### config.mk
export PLATFORM = sky130hd
export DESIGN_NAME = escaped_frame_encoder
export DESIGN_NICKNAME = d
export VERILOG_FILES = /design/src/design/efe_pkg.sv /design/src/design/efe_encoder.sv /design/src/design/efe_out_queue.sv /design/src/design/escaped_frame_encoder.sv
export SDC_FILE = /design/constraint.sdc
export NUM_CORES = 1
export LEC_CHECK = 0
export ABC_AREA = 1
export ABC_CLOCK_PERIOD_IN_PS = 5200
export BUFFER_PORTS_ARGS = -buffer_cell sky130_fd_sc_hd__buf_4
export CORE_ASPECT_RATIO = 1.75
export CORE_UTILIZATION = 54
export CTS_CLUSTER_SIZE = 14
export DETAILED_ROUTE_END_ITERATION = 7
export PLACE_DENSITY = 0.68
export SYNTH_ARGS = -nofsm -noshare
export SYNTH_HDL_FRONTEND = slang
export SYNTH_SLANG_ARGS = --single-unit
### constraint.sdc
create_clock -name clk -period 5.2 [get_ports clk]
set_clock_uncertainty 0.2 [all_clocks]
set_input_delay 1.04 -clock clk [delete_from_list [all_inputs] [get_ports clk]]
set_output_delay 1.04 -clock clk [all_outputs]
set_load 0.01 [all_outputs]
### src/design/efe_pkg.sv
// types and constants of the escaped frame encoder
// no dependencies
package efe_pkg;

    localparam int unsigned SLOTS   = 4;
    localparam int unsigned IDX_W   = 2;
    localparam int unsigned CNT_W   = 3;

    localparam logic [7:0] START_BYTE = 8'h7e;
    localparam logic [7:0] ESC_BYTE   = 8'h7d;
    localparam logic [7:0] XON_BYTE   = 8'h11;
    localparam logic [7:0] XOFF_BYTE  = 8'h13;
    localparam logic [7:0] ESC_FLIP   = 8'h20;
    localparam logic [7:0] SUM_BASE   = 8'hff;

    typedef enum logic
    {
        OP_START = 1'b0,
        OP_DATA  = 1'b1
    } op_t;

    // the line bytes caused by one item
    typedef struct packed
    {
        logic [SLOTS-1:0][7:0] data_bytes;
        logic [SLOTS-1:0]      done;
        logic [CNT_W-1:0]      count;
    } efe_list_t;

    function automatic logic needs_escape(input logic [7:0] v);
        logic hit;
        begin
            hit = (v == START_BYTE) || (v == ESC_BYTE) || (v == XON_BYTE)
                || (v == XOFF_BYTE);
            return hit;
        end
    endfunction

endpackage

### src/design/efe_encoder.sv
// frame state and per-item encoding into a list of line bytes
// depends on efe_pkg
module efe_encoder
(
    input  logic              clk,
    input  logic              rst_n,
    input  logic              accept,
    input  logic              op,
    input  logic [7:0]        frame_length,
    input  logic [7:0]        payload_byte,
    output efe_pkg::efe_list_t list,
    output logic              has_results
);

    logic [7:0] bytes_left_reg;
    logic [7:0] bytes_left_next;
    logic [7:0] running_sum_reg;
    logic [7:0] running_sum_next;
    logic       frame_open_reg;
    logic       frame_open_next;

    logic [7:0] sum_add;
    logic [7:0] left_dec;
    logic [7:0] chk;
    logic       len_esc;
    logic       pb_esc;
    logic       chk_esc;

    always_comb
    begin
        sum_add  = running_sum_reg + payload_byte;
        left_dec = bytes_left_reg - 8'd1;
        chk      = efe_pkg::SUM_BASE - sum_add;
        len_esc  = efe_pkg::needs_escape(frame_length);
        pb_esc   = efe_pkg::needs_escape(payload_byte);
        chk_esc  = efe_pkg::needs_escape(chk);

        list             = '0;
        has_results      = 1'b0;
        bytes_left_next  = bytes_left_reg;
        running_sum_next = running_sum_reg;
        frame_open_next  = frame_open_reg;

        if (op == efe_pkg::OP_START)
        begin
            has_results         = 1'b1;
            running_sum_next    = '0;
            bytes_left_next     = frame_length;
            frame_open_next     = (frame_length != 8'd0);
            list.data_bytes[0]  = efe_pkg::START_BYTE;
            if (len_esc)
            begin
                list.data_bytes[1] = efe_pkg::ESC_BYTE;
                list.data_bytes[2] = frame_length ^ efe_pkg::ESC_FLIP;
                list.count         = 3'd3;
            end
            else if (frame_length == 8'd0)
            begin
                // empty frame: checksum of nothing follows at once
                list.data_bytes[1] = frame_length;
                list.data_bytes[2] = efe_pkg::SUM_BASE;
                list.done[2]       = 1'b1;
                list.count         = 3'd3;
            end
            else
            begin
                list.data_bytes[1] = frame_length;
                list.count         = 3'd2;
            end
        end
        else if (frame_open_reg)
        begin
            has_results      = 1'b1;
            running_sum_next = sum_add;
            bytes_left_next  = left_dec;
            if (pb_esc)
            begin
                list.data_bytes[0] = efe_pkg::ESC_BYTE;
                list.data_bytes[1] = payload_byte ^ efe_pkg::ESC_FLIP;
                list.count         = 3'd2;
            end
            else
            begin
                list.data_bytes[0] = payload_byte;
                list.count         = 3'd1;
            end
            if (left_dec == 8'd0)
            begin
                frame_open_next = 1'b0;
                bytes_left_next = '0;
                if (chk_esc)
                begin
                    list.data_bytes[list.count[efe_pkg::IDX_W-1:0]]        =
                        efe_pkg::ESC_BYTE;
                    list.data_bytes[list.count[efe_pkg::IDX_W-1:0] + 2'd1] =
                        chk ^ efe_pkg::ESC_FLIP;
                    list.done[list.count[efe_pkg::IDX_W-1:0] + 2'd1]       = 1'b1;
                    list.count = list.count + 3'd2;
                end
                else
                begin
                    list.data_bytes[list.count[efe_pkg::IDX_W-1:0]] = chk;
                    list.done[list.count[efe_pkg::IDX_W-1:0]]       = 1'b1;
                    list.count = list.count + 3'd1;
                end
            end
        end
    end

    always_ff @(posedge clk or negedge rst_n)
    begin
        if (!rst_n)
        begin
            bytes_left_reg  <= '0;
            running_sum_reg <= '0;
            frame_open_reg  <= 1'b0;
        end
        else if (accept)
        begin
            bytes_left_reg  <= bytes_left_next;
            running_sum_reg <= running_sum_next;
            frame_open_reg  <= frame_open_next;
        end
    end

endmodule

### src/design/efe_out_queue.sv
// pending list register and output list register, one line byte per cycle while m_tready is high
// depends on efe_pkg
module efe_out_queue
(
    input  logic               clk,
    input  logic               rst_n,
    input  logic               in_load,
    input  efe_pkg::efe_list_t in_list,
    output logic               in_ready,
    output logic               m_tvalid,
    input  logic               m_tready,
    output logic [7:0]         m_tdata,
    output logic               m_tlast,
    output logic               m_tuser
);

    efe_pkg::efe_list_t pend_reg;
    efe_pkg::efe_list_t out_reg;
    logic               pend_valid_reg;
    logic               out_valid_reg;
    logic [efe_pkg::IDX_W-1:0] idx_reg;

    logic is_last;
    logic out_done;
    logic move;

    always_comb
    begin
        is_last  = ({1'b0, idx_reg} == (out_reg.count - 3'd1));
        out_done = out_valid_reg && m_tready && is_last;
        move     = pend_valid_reg && (!out_valid_reg || out_done);
        in_ready = !pend_valid_reg || move;
        m_tvalid = out_valid_reg;
        m_tdata  = out_reg.data_bytes[idx_reg];
        m_tlast  = is_last;
        m_tuser  = out_reg.done[idx_reg];
    end

    always_ff @(posedge clk or negedge rst_n)
    begin
        if (!rst_n)
        begin
            pend_valid_reg <= 1'b0;
            out_valid_reg  <= 1'b0;
            idx_reg        <= '0;
        end
        else
        begin
            if (in_load)
            begin
                pend_valid_reg <= 1'b1;
            end
            else if (move)
            begin
                pend_valid_reg <= 1'b0;
            end

            if (move)
            begin
                out_valid_reg <= 1'b1;
                idx_reg       <= '0;
            end
            else if (out_done)
            begin
                out_valid_reg <= 1'b0;
            end
            else if (out_valid_reg && m_tready)
            begin
                idx_reg <= idx_reg + 2'd1;
            end
        end
    end

    always_ff @(posedge clk)
    begin
        if (in_load)
        begin
            pend_reg <= in_list;
        end
        if (move)
        begin
            out_reg <= pend_reg;
        end
    end

endmodule

### src/design/escaped_frame_encoder.sv
// top level of the escaped frame encoder
// depends on efe_pkg, efe_encoder and efe_out_queue
//
// channel  | dir | tdata                                       | tlast       | tuser
// s_axis   | in  | [7:0] frame_length, [15:8] payload_byte    | -           | op
// m_axis   | out | [7:0] line_byte                             | last_of_run | frame_done
//
// an item can be taken every cycle while the pending list register is free or moves on
// its list goes to the pending list register first, then to the output list register
// one to four line bytes follow, one per cycle while m_tready is high, from the output list register
// reset clears frame state and both list valid flags
// a stall on m_axis holds the bytes; s_tready falls while the pending register cannot move on
module escaped_frame_encoder
(
    input  logic        clk,
    input  logic        rst_n,
    input  logic        s_tvalid,
    output logic        s_tready,
    input  logic [15:0] s_tdata,   // frame_length, payload_byte
    input  logic        s_tuser,   // op
    output logic        m_tvalid,
    input  logic        m_tready,
    output logic [7:0]  m_tdata,   // line_byte
    output logic        m_tlast,
    output logic        m_tuser    // frame_done
);

    efe_pkg::efe_list_t list;
    logic               has_results;
    logic               accept;

    assign accept = s_tvalid && s_tready;

    efe_encoder u_encoder
    (
        .clk          (clk),
        .rst_n        (rst_n),
        .accept       (accept),
        .op           (s_tuser),
        .frame_length (s_tdata[7:0]),
        .payload_byte (s_tdata[15:8]),
        .list         (list),
        .has_results  (has_results)
    );

    efe_out_queue u_out_queue
    (
        .clk      (clk),
        .rst_n    (rst_n),
        .in_load  (accept && has_results),
        .in_list  (list),
        .in_ready (s_tready),
        .m_tvalid (m_tvalid),
        .m_tready (m_tready),
        .m_tdata  (m_tdata),
        .m_tlast  (m_tlast),
        .m_tuser  (m_tuser)
    );

endmodule

## Yosys cells after proc, flatten, opt, wreduce, memory -nomap -nowiden

Cells that the tools add are included.

- Bits in latches: 0
- Input port bits: 21
- Word-level logic and storage cells: 136
- ROM bits: 0
- Memories: 0
- Register bits after elaboration: 99
- RAM bits: 0
- Output and inout port bits: 12

- Order comparisons: 5
- Div/mod/pow operators: 0
- Multiply operators: 0
- Bitwise logic cells: 6
- $add $sub $neg: 8
- Reductions and logical operators: 30
- Equal/unequal tests: 15
- Muxes and demuxes: 52
- Shift operators: 0

Operators by type and width:

| cell | count |
|---|---|
| 8-bit two-way mux | 15 |
| 32-bit bitwise mux | 2 |
| 31-bit two-way mux | 2 |
| 8-bit by 5-bit == test with 1-bit output (second input constant) | 6 |
| 8-bit by 7-bit == test with 1-bit output (second input constant) | 6 |
| 39-bit two-way mux | 1 |
| 8-bit demux with 2-bit select | 2 |
| 24-bit two-way mux | 1 |
| 12-bit by 24-bit bitwise OR with 24-bit output | 1 |
| 8-bit binary-select mux with 2-bit select | 1 |
| 8-bit zero test | 2 |
| 1-bit two-way mux | 16 |
| 16-bit two-way mux | 1 |
| 3-bit two-way mux | 4 |
| 1-bit logical OR | 11 |
| 2-bit by 3-bit < comparator with 1-bit output (second input constant) | 3 |
| 8-bit adder | 1 |
| 4-bit by 8-bit AND with 8-bit output | 1 |
| 2-bit two-way mux | 4 |
| 8-bit inverter | 1 |
| 8-bit nonzero test | 1 |
| 8-bit by 1-bit subtractor with 8-bit output (second input constant) | 1 |
| 8-bit subtractor (first input constant) | 1 |
| 1-bit logical AND | 7 |
| other kinds (15) | 25 |

## Logic depth before layout (Yosys ltp)

Gate-level depths: netlist of the first run.

- Depth in word-level cells: 18
- Gate-level depth with buffers: 15

## Modules after synthesis

From an unflattened synthesis of the first run, not the netlist that was laid out.

- Cells, all modules: 532
- Area, all modules: 5099.9 um^2

By module, submodules not included:

| module | cells each | sequential area each (um^2) | area each (um^2) | instances |
|---|---|---|---|---|
| efe_out_queue | 167 | 2442.3 | 2895.3 | 1 |
| efe_encoder | 361 | 425.4 | 2187.1 | 1 |
| escaped_frame_encoder | 4 | 0.0 | 17.5 | 1 |

## Worst setup path before layout of the first run

Ideal clock, no wire load.

- Path kind: in2reg
- Start: in m_tready
- End: reg u_out_queue.out_reg[0] (netlist name) (enable)
- Setup slack: 1.591 ns
- Arrival: 2.974 ns
- Library setup time: 0.435 ns
- Stages on the path: 6
- Path through: nand2_1 > inv_1 > nand2_1 > nand2_1 > inv_2 > nor2_1

- Cells in the longest elaborated chain, start to end: 4

RTL lines:

| what | RTL line | source |
|---|---|---|
| start: declaration | escaped_frame_encoder.sv:22 | `input logic m_tready,` |
| 1-bit logical AND (2 in a row) | efe_out_queue.sv:30 | `out_done = out_valid_reg && m_tready && is_last;` |
| 1-bit logical OR | efe_out_queue.sv:31 | `move = pend_valid_reg && (!out_valid_reg \|\| out_done);` |
| 1-bit logical AND | efe_out_queue.sv:31 |  |
| named net u_out_queue.move | efe_out_queue.sv:25 | `logic move;` |
| end signal: assignment | efe_out_queue.sv:82 | `out_reg <= pend_reg;` |
| end: declaration | efe_out_queue.sv:18 | `efe_pkg::efe_list_t out_reg;` |

The timed path passes the listed nets, and every way through them passes these cells.
A chain may end at the register's enable or synchronous reset.

==> impl_results.md, run 1 <==
* Total Power Consumption at 2.88 mW
* Slew headroom at 33.8%
* Count of final hold-check violations at 0
* Crit Path Class: primary input to register
* Asr flop ratio synth at 21.6%
* CP max stage cell: fa_1
* CP endpoint kind: register
* I/O Buffers at 32
* CP startpoint kind: primary input
* Post-detail-place hpwl at 8180 um
* R2R setup slack at 2.03 ns
* Worst hold slack at 0.214 ns
* Post-synthesis sequential area ratio at 57.2%
* Area contributors post-synth: edfxtp_1 46%, dfrtp_1 11%, nand2_1 9.8%
* Slew @ Worst Pin at 0.991 ns
* Synth Area in XOR/XNOR at 1.05%
* DIE HEIGHT at 128 um
* Core area at 8730 um^2
* Net count after synthesis at 562
* Final setup violation count at 0
* Post-route ant nets at 0
* # diodes at 0
* Setup_tns at 0 ns
* Clk sink count at 97
* Vias in the first global route at 3583
* RSZ-0062 raised after global routing: false
* Synth Register Bits at 97
* Critical path cell sequence: buf_4 -> ha_1 -> fa_1 -> xor2_2 -> inv_2 -> nor2_2 -> nand3_1 -> nor2_2 -> nand2_2 -> nand2_4 -> inv_1 -> ha_1 -> inv_1 -> o221ai_1
* Vias per inst at 5.37
* Initial Utilization at 56.2%
* CP top delay family: adder cells
* Setup bufs post-CTS at 0
* Hold crit path type: register to register
* Synth warn at 0
* Largest family of logic cells by synthesized area: simple AND/OR/NAND/NOR gates
* Placement Setup Slack at 1.29 ns
* Critical path buffers and inverters at 4
* Mux share of post-synthesis cell area at 0%
* Clock latency on the worst-skew pair at 0.34 ns
* Largest net degree at the start of global routing at 40
* PD cells at 517 nW/um^2
* Avg Cell Area, Syn at 9.30 um^2
* Final cycle utilization of the critical path at 69.2%
* CTS Buf Count at 9
* Max-Cap Viols at 0
* Remaining DRCs at 0
* Most frequent cell after synthesis: nand2_1
* Post-Syn Instances at 528
* Width of the die at 74.1 um
* Synthesized area at 4910 um^2
* Routed len/inst at 15.8 um
* Post-layout util at 63.9%
* Synth Area in Adders at 3.47%
* Layout cell share with drive strength beyond 1 at 12.9%
* Post-CTS Hold Buffers at 0
* Initial drt markers at 197
* Num rows at 45
* Share of the synthesized area in the top cell type at 46.5%
* Final Max Tran Viols at 0
* Most used DFF post-synth: edfxtp_1
* GRT Resource Usage Total at 24.7%
* GR Overflow Total at 0
* First drt pass iteration count at 5
* Antenna violations before repair at 0
* Nets at 595
* Area delta synth->final at 13.5%
* PnR worst setup slack at 1.60 ns
* Max H-tree Level at 3
* WP data required at 5.07 ns
* Die area at 9490 um^2
* EDFF count, synth at 76
* Peak supply drop at 0.253 mV
* Commonest cells in the netlist: 128 x nand2_1, 76 x edfxtp_1, 63 x inv_1
* I/O Pins at 33
* Post-synthesis compound-gate area fraction at 9.89%
* Post-synth top area cell: edfxtp_1
* CTS tree: yes
* Fmax at 278 MHz
* First-pass GRT wire length at 17000 um
* Count of cell types in the netlist at 41
* WP data arrival at 3.47 ns
* Routed vias at 3671
* Worst path max stage delay at 0.45 ns
* Max clock buf depth at 2
* Post-Synth Simple-Gate Area at 21.9%
* Gpl congestion at 0.969
* Post-CTS sizing at 0
* Outcome: finished clean
* Crit path max fanout at 6
* Wirelength, routed at 10800 um
* Clock transition at path regs at 0.06 ns
* CTS root buffer: clkbuf_16
* Cell leakage power at 2.43 nW
* Post-layout min period at 3.60 ns
==> layout by cell type (no fill, tap or decap), types with 12 or more instances in the layout <==
master    count
nand2_1     128
edfxtp_1     76
inv_1        63
nor2_1       51
o21ai_0      48
nand3_1      33
buf_4        33
dfrtp_1      21
a21oi_1      13
ha_1         12
==> worst register-to-register path, cell delays in order (launching register included) <==
cell	delay, ns
dfrtp_1	0.40
ha_1	0.25
fa_1	0.45
xor2_2	0.35
inv_2	0.09
nor2_2	0.09
nand3_1	0.11
nor2_2	0.14
nand2_2	0.11
nand2_4	0.13
inv_1	0.08
ha_1	0.29
inv_1	0.07
o221ai_1	0.12
==> kinds of logic (layout without fill, tap and decap cells) <==
kind of cell / Yosys count / in the layout
flops: 97 / 97
other cells: 1 / 1
fa+ha+maj: 13 / 13
buf+inv: 80 / 118
simple gates: 245 / 245
compound gates: 87 / 87
xor+xnor: 5 / 5
==> area by class of cell <==
cell class,instances,area [um^2]
fill,739,3150
clock buffer,10,229
inverter,69,259
sequential,97,2810
clock inverter,6,88.8
multi-input combinational,351,1790
timing repair buffer,33,248
tap,117,146
==> report_power, final <==
group	leakage [nW]	internal [mW]	switching [mW]
sequential	0.966	1.08	0.109
combinational	1.31	0.340	0.655
clock	0.151	0.423	0.278
==> final timing paths <==
check	startpoint	endpoint	depth (start not counted)
max	s_tdata[8]	u_out_queue.pend_reg[0]	14
min	u_out_queue.pend_reg[5]	u_out_queue.out_reg[5]	0
max reg2reg	u_encoder.running_sum_reg[0]	u_out_queue.pend_reg[0]	13
min reg2reg	u_out_queue.pend_reg[5]	u_out_queue.out_reg[5]	0
max in group asynchronous	rst_n	u_encoder.running_sum_reg[7]	1
min in group asynchronous	rst_n	u_out_queue.m_tvalid	1
==> through the flow <==
stage / instance area (um^2) / cells
5_1_grt: 5570 / 683
6_report: 5570 / 683
3_3_place_gp: 5260 / 667
4_1_cts: 5570 / 683
3_5_place_dp: 5260 / 667
2_1_floorplan: 4910 / 528
==> routing by layer <==
| metal | GRT usage [%] | vias up | share of wire, % |
|---|---|---|---|
| li1 | - | 1835 | - |
| met1 | 26.5 | 1706 | 38 |
| met2 | 44.0 | 99 | 53 |
| met3 | 4.01 | 31 | 3.7 |
| met4 | 14.9 | 0 | 4.7 |
| met5 | 0 | - | 0 |
(Power assumes the default switching activity.)
==> run 2: changes to the inputs <==
Settings changed: ABC_CLOCK_PERIOD_IN_PS 5200 to 3000, PLACE_DENSITY 0.68 to 0.71.
Clock period 5.2 ns to 3 ns, I/O delays scaled along.
==> impl_results.md, run 2 (synthesis results as in run 1) <==
* Outcome: finished clean
* Crit Path Class: register to register
* DIE HEIGHT at 128 um
* Die area at 9490 um^2
* PD cells at 885 nW/um^2
* Core area at 8730 um^2
* Count of final hold-check violations at 0
* Filler instances at 725
* CP startpoint kind: register
* Initial drt markers at 186
* Clock transition at path regs at 0.06 ns
* Slew @ Worst Pin at 0.523 ns
* Routed vias at 3789
* Most used cell, CP: nand2_1
* Crit path max fanout at 3
* Max H-tree Level at 3
* Post-layout min period at 2.77 ns
* Remaining DRCs at 0
* Width of the die at 74.1 um
* CTS root buffer: clkbuf_16
* Fmax at 361 MHz
* Most common library cell in the layout ignoring fill and taps: nand2_1
* Post-layout util at 66.0%
* Hold crit path type: register to register
* WP data arrival at 2.63 ns
* Vias per inst at 5.34
* Post-detail-place hpwl at 8810 um
* Vias in the first global route at 3745
* Largest net degree at the start of global routing at 40
* Wirelength, routed at 11300 um
* Setup_tns at 0 ns
* Reg2Reg Launch Point: u_encoder.running_sum_reg[0]
* Area delta synth->final at 17.3%
* CP max stage cell: dfrtp_1
* Clock latency on the worst-skew pair at 0.34 ns
* First drt pass iteration count at 4
* Post-route ant nets at 0
* Worst Hold Launch: u_out_queue.pend_reg[6]
* Layout cell share with drive strength beyond 1 at 16.7%
* Routed len/inst at 15.9 um
* CP endpoint kind: register
* Antenna violations before repair at 0
* I/O Buffers at 32
* CTS tree: yes
* Clk sink count at 97
* Critical path cell sequence: ha_1 -> fa_2 -> nand2_1 -> nand3_1 -> nand3_1 -> nand2_1 -> nand2_1 -> nand2_1 -> nor2_1 -> nand2_2 -> nand2_4 -> inv_1 -> ha_1 -> inv_1 -> o221ai_1
* Initial Utilization at 56.2%
* RSZ-0062 raised after global routing: false
* Critical Path Start: u_encoder.running_sum_reg[0]
* Hold Crit Depth at 0
* Peak supply drop at 0.654 mV
* I/O Pins at 33
* GRT Resource Usage Total at 25.8%
* Total Power Consumption at 5.10 mW
* Setup bufs post-CTS at 0
* Worst path max stage delay at 0.39 ns
* Gpl congestion at 0.945
* Worst hold slack at 0.217 ns
* Nets at 621
* FF-to-FF End: u_out_queue.pend_reg[0]
* Max-Cap Viols at 0
* WP data required at 2.86 ns
* First-pass GRT wire length at 17600 um
* Reg2reg path depth at 15
* Final cycle utilization of the critical path at 92.4%
* R2R setup slack at 0.23 ns
* Final setup violation count at 0
* # diodes at 0
* Slew headroom at 65.0%
* Most frequent cells in the layout: 128 x nand2_1, 76 x edfxtp_1, 63 x inv_1
* Hold endpoint: u_out_queue.out_reg[6]
* Cell leakage power at 2.55 nW
* Final Max Tran Viols at 0
* CTS Buf Count at 9
* Num rows at 45
* Max clock buf depth at 2
* GR Overflow Total at 0
[run 2: cell types whose count changed in the layout (fill, tap and decap cells not counted), sizes merged]
cell and delta:
clkbuf +1, dlygate4sd3 +1, clkinv +3, clkinvlp -1, bufinv -1, buf +25, inv -2
[run 2: worst max-delay path by stage]
stage                         endpoint  slack, ns  cells past startpoint
6_report       u_out_queue.pend_reg[0]       0.23                     15
5_1_grt        u_out_queue.pend_reg[0]       0.03                     15
4_1_cts        u_out_queue.pend_reg[0]       0.23                     15
3_5_place_dp   u_out_queue.pend_reg[0]      -0.11                     16
3_3_place_gp   u_out_queue.pend_reg[0]      -0.05                     16
2_1_floorplan  u_out_queue.pend_reg[0]       0.05                     13
[run 2: stage by stage]
stage	area (um^2)	setup WS, ns	cells
after floorplan	4910	0.0471	528
after global placement	5460	-0.0473	692
after detailed placement	5460	-0.106	692
after CTS	5760	0.235	709
after global routing	5760	0.0337	709
final	5760	0.228	709
[run 2: repair_timing]
item / CTS / global route
hold buffers: 1 / 0
resized for setup: 0 / 0
hold endpoints to repair: 21 / 0
[run 2: metal layers]
metal	vias up	wire length (um)	GRT usage (%)
li1	1886	-	-
met1	1758	4140	24.9
met2	103	6020	46.9
met3	42	349	3.69
met4	0	775	20.1
met5	-	0	0
[run 2: cell type report]
type / count / area [um^2] / area share (%)
Clock buffer: 11 / 233 / 4.04
Timing Repair Buffer: 59 / 458 / 7.95
Clock inverter: 5 / 57.6 / 1.00
Tap cell: 117 / 146 / 2.54
Sequential cell: 97 / 2810 / 48.8
Multi-Input combinational cell: 351 / 1800 / 31.2
Inverter: 69 / 259 / 4.50
[run 2: worst max-delay path: cells and delay by family (launching register included)]
| kind | cells | cell delay [ns] |
|---|---|---|
| compound gates | 1 | 0.13 |
| fa+ha+maj | 3 | 0.89 |
| buf+inv | 2 | 0.13 |
| flops | 1 | 0.39 |
| simple gates | 9 | 0.76 |
[run 2: where the power goes]
group	switching, mW	leakage [nW]	internal (mW)
Sequential	0.156	0.966	1.86
Combinational	1.23	1.44	0.742
Clock	0.460	0.143	0.646
Total	1.85	2.55	3.25
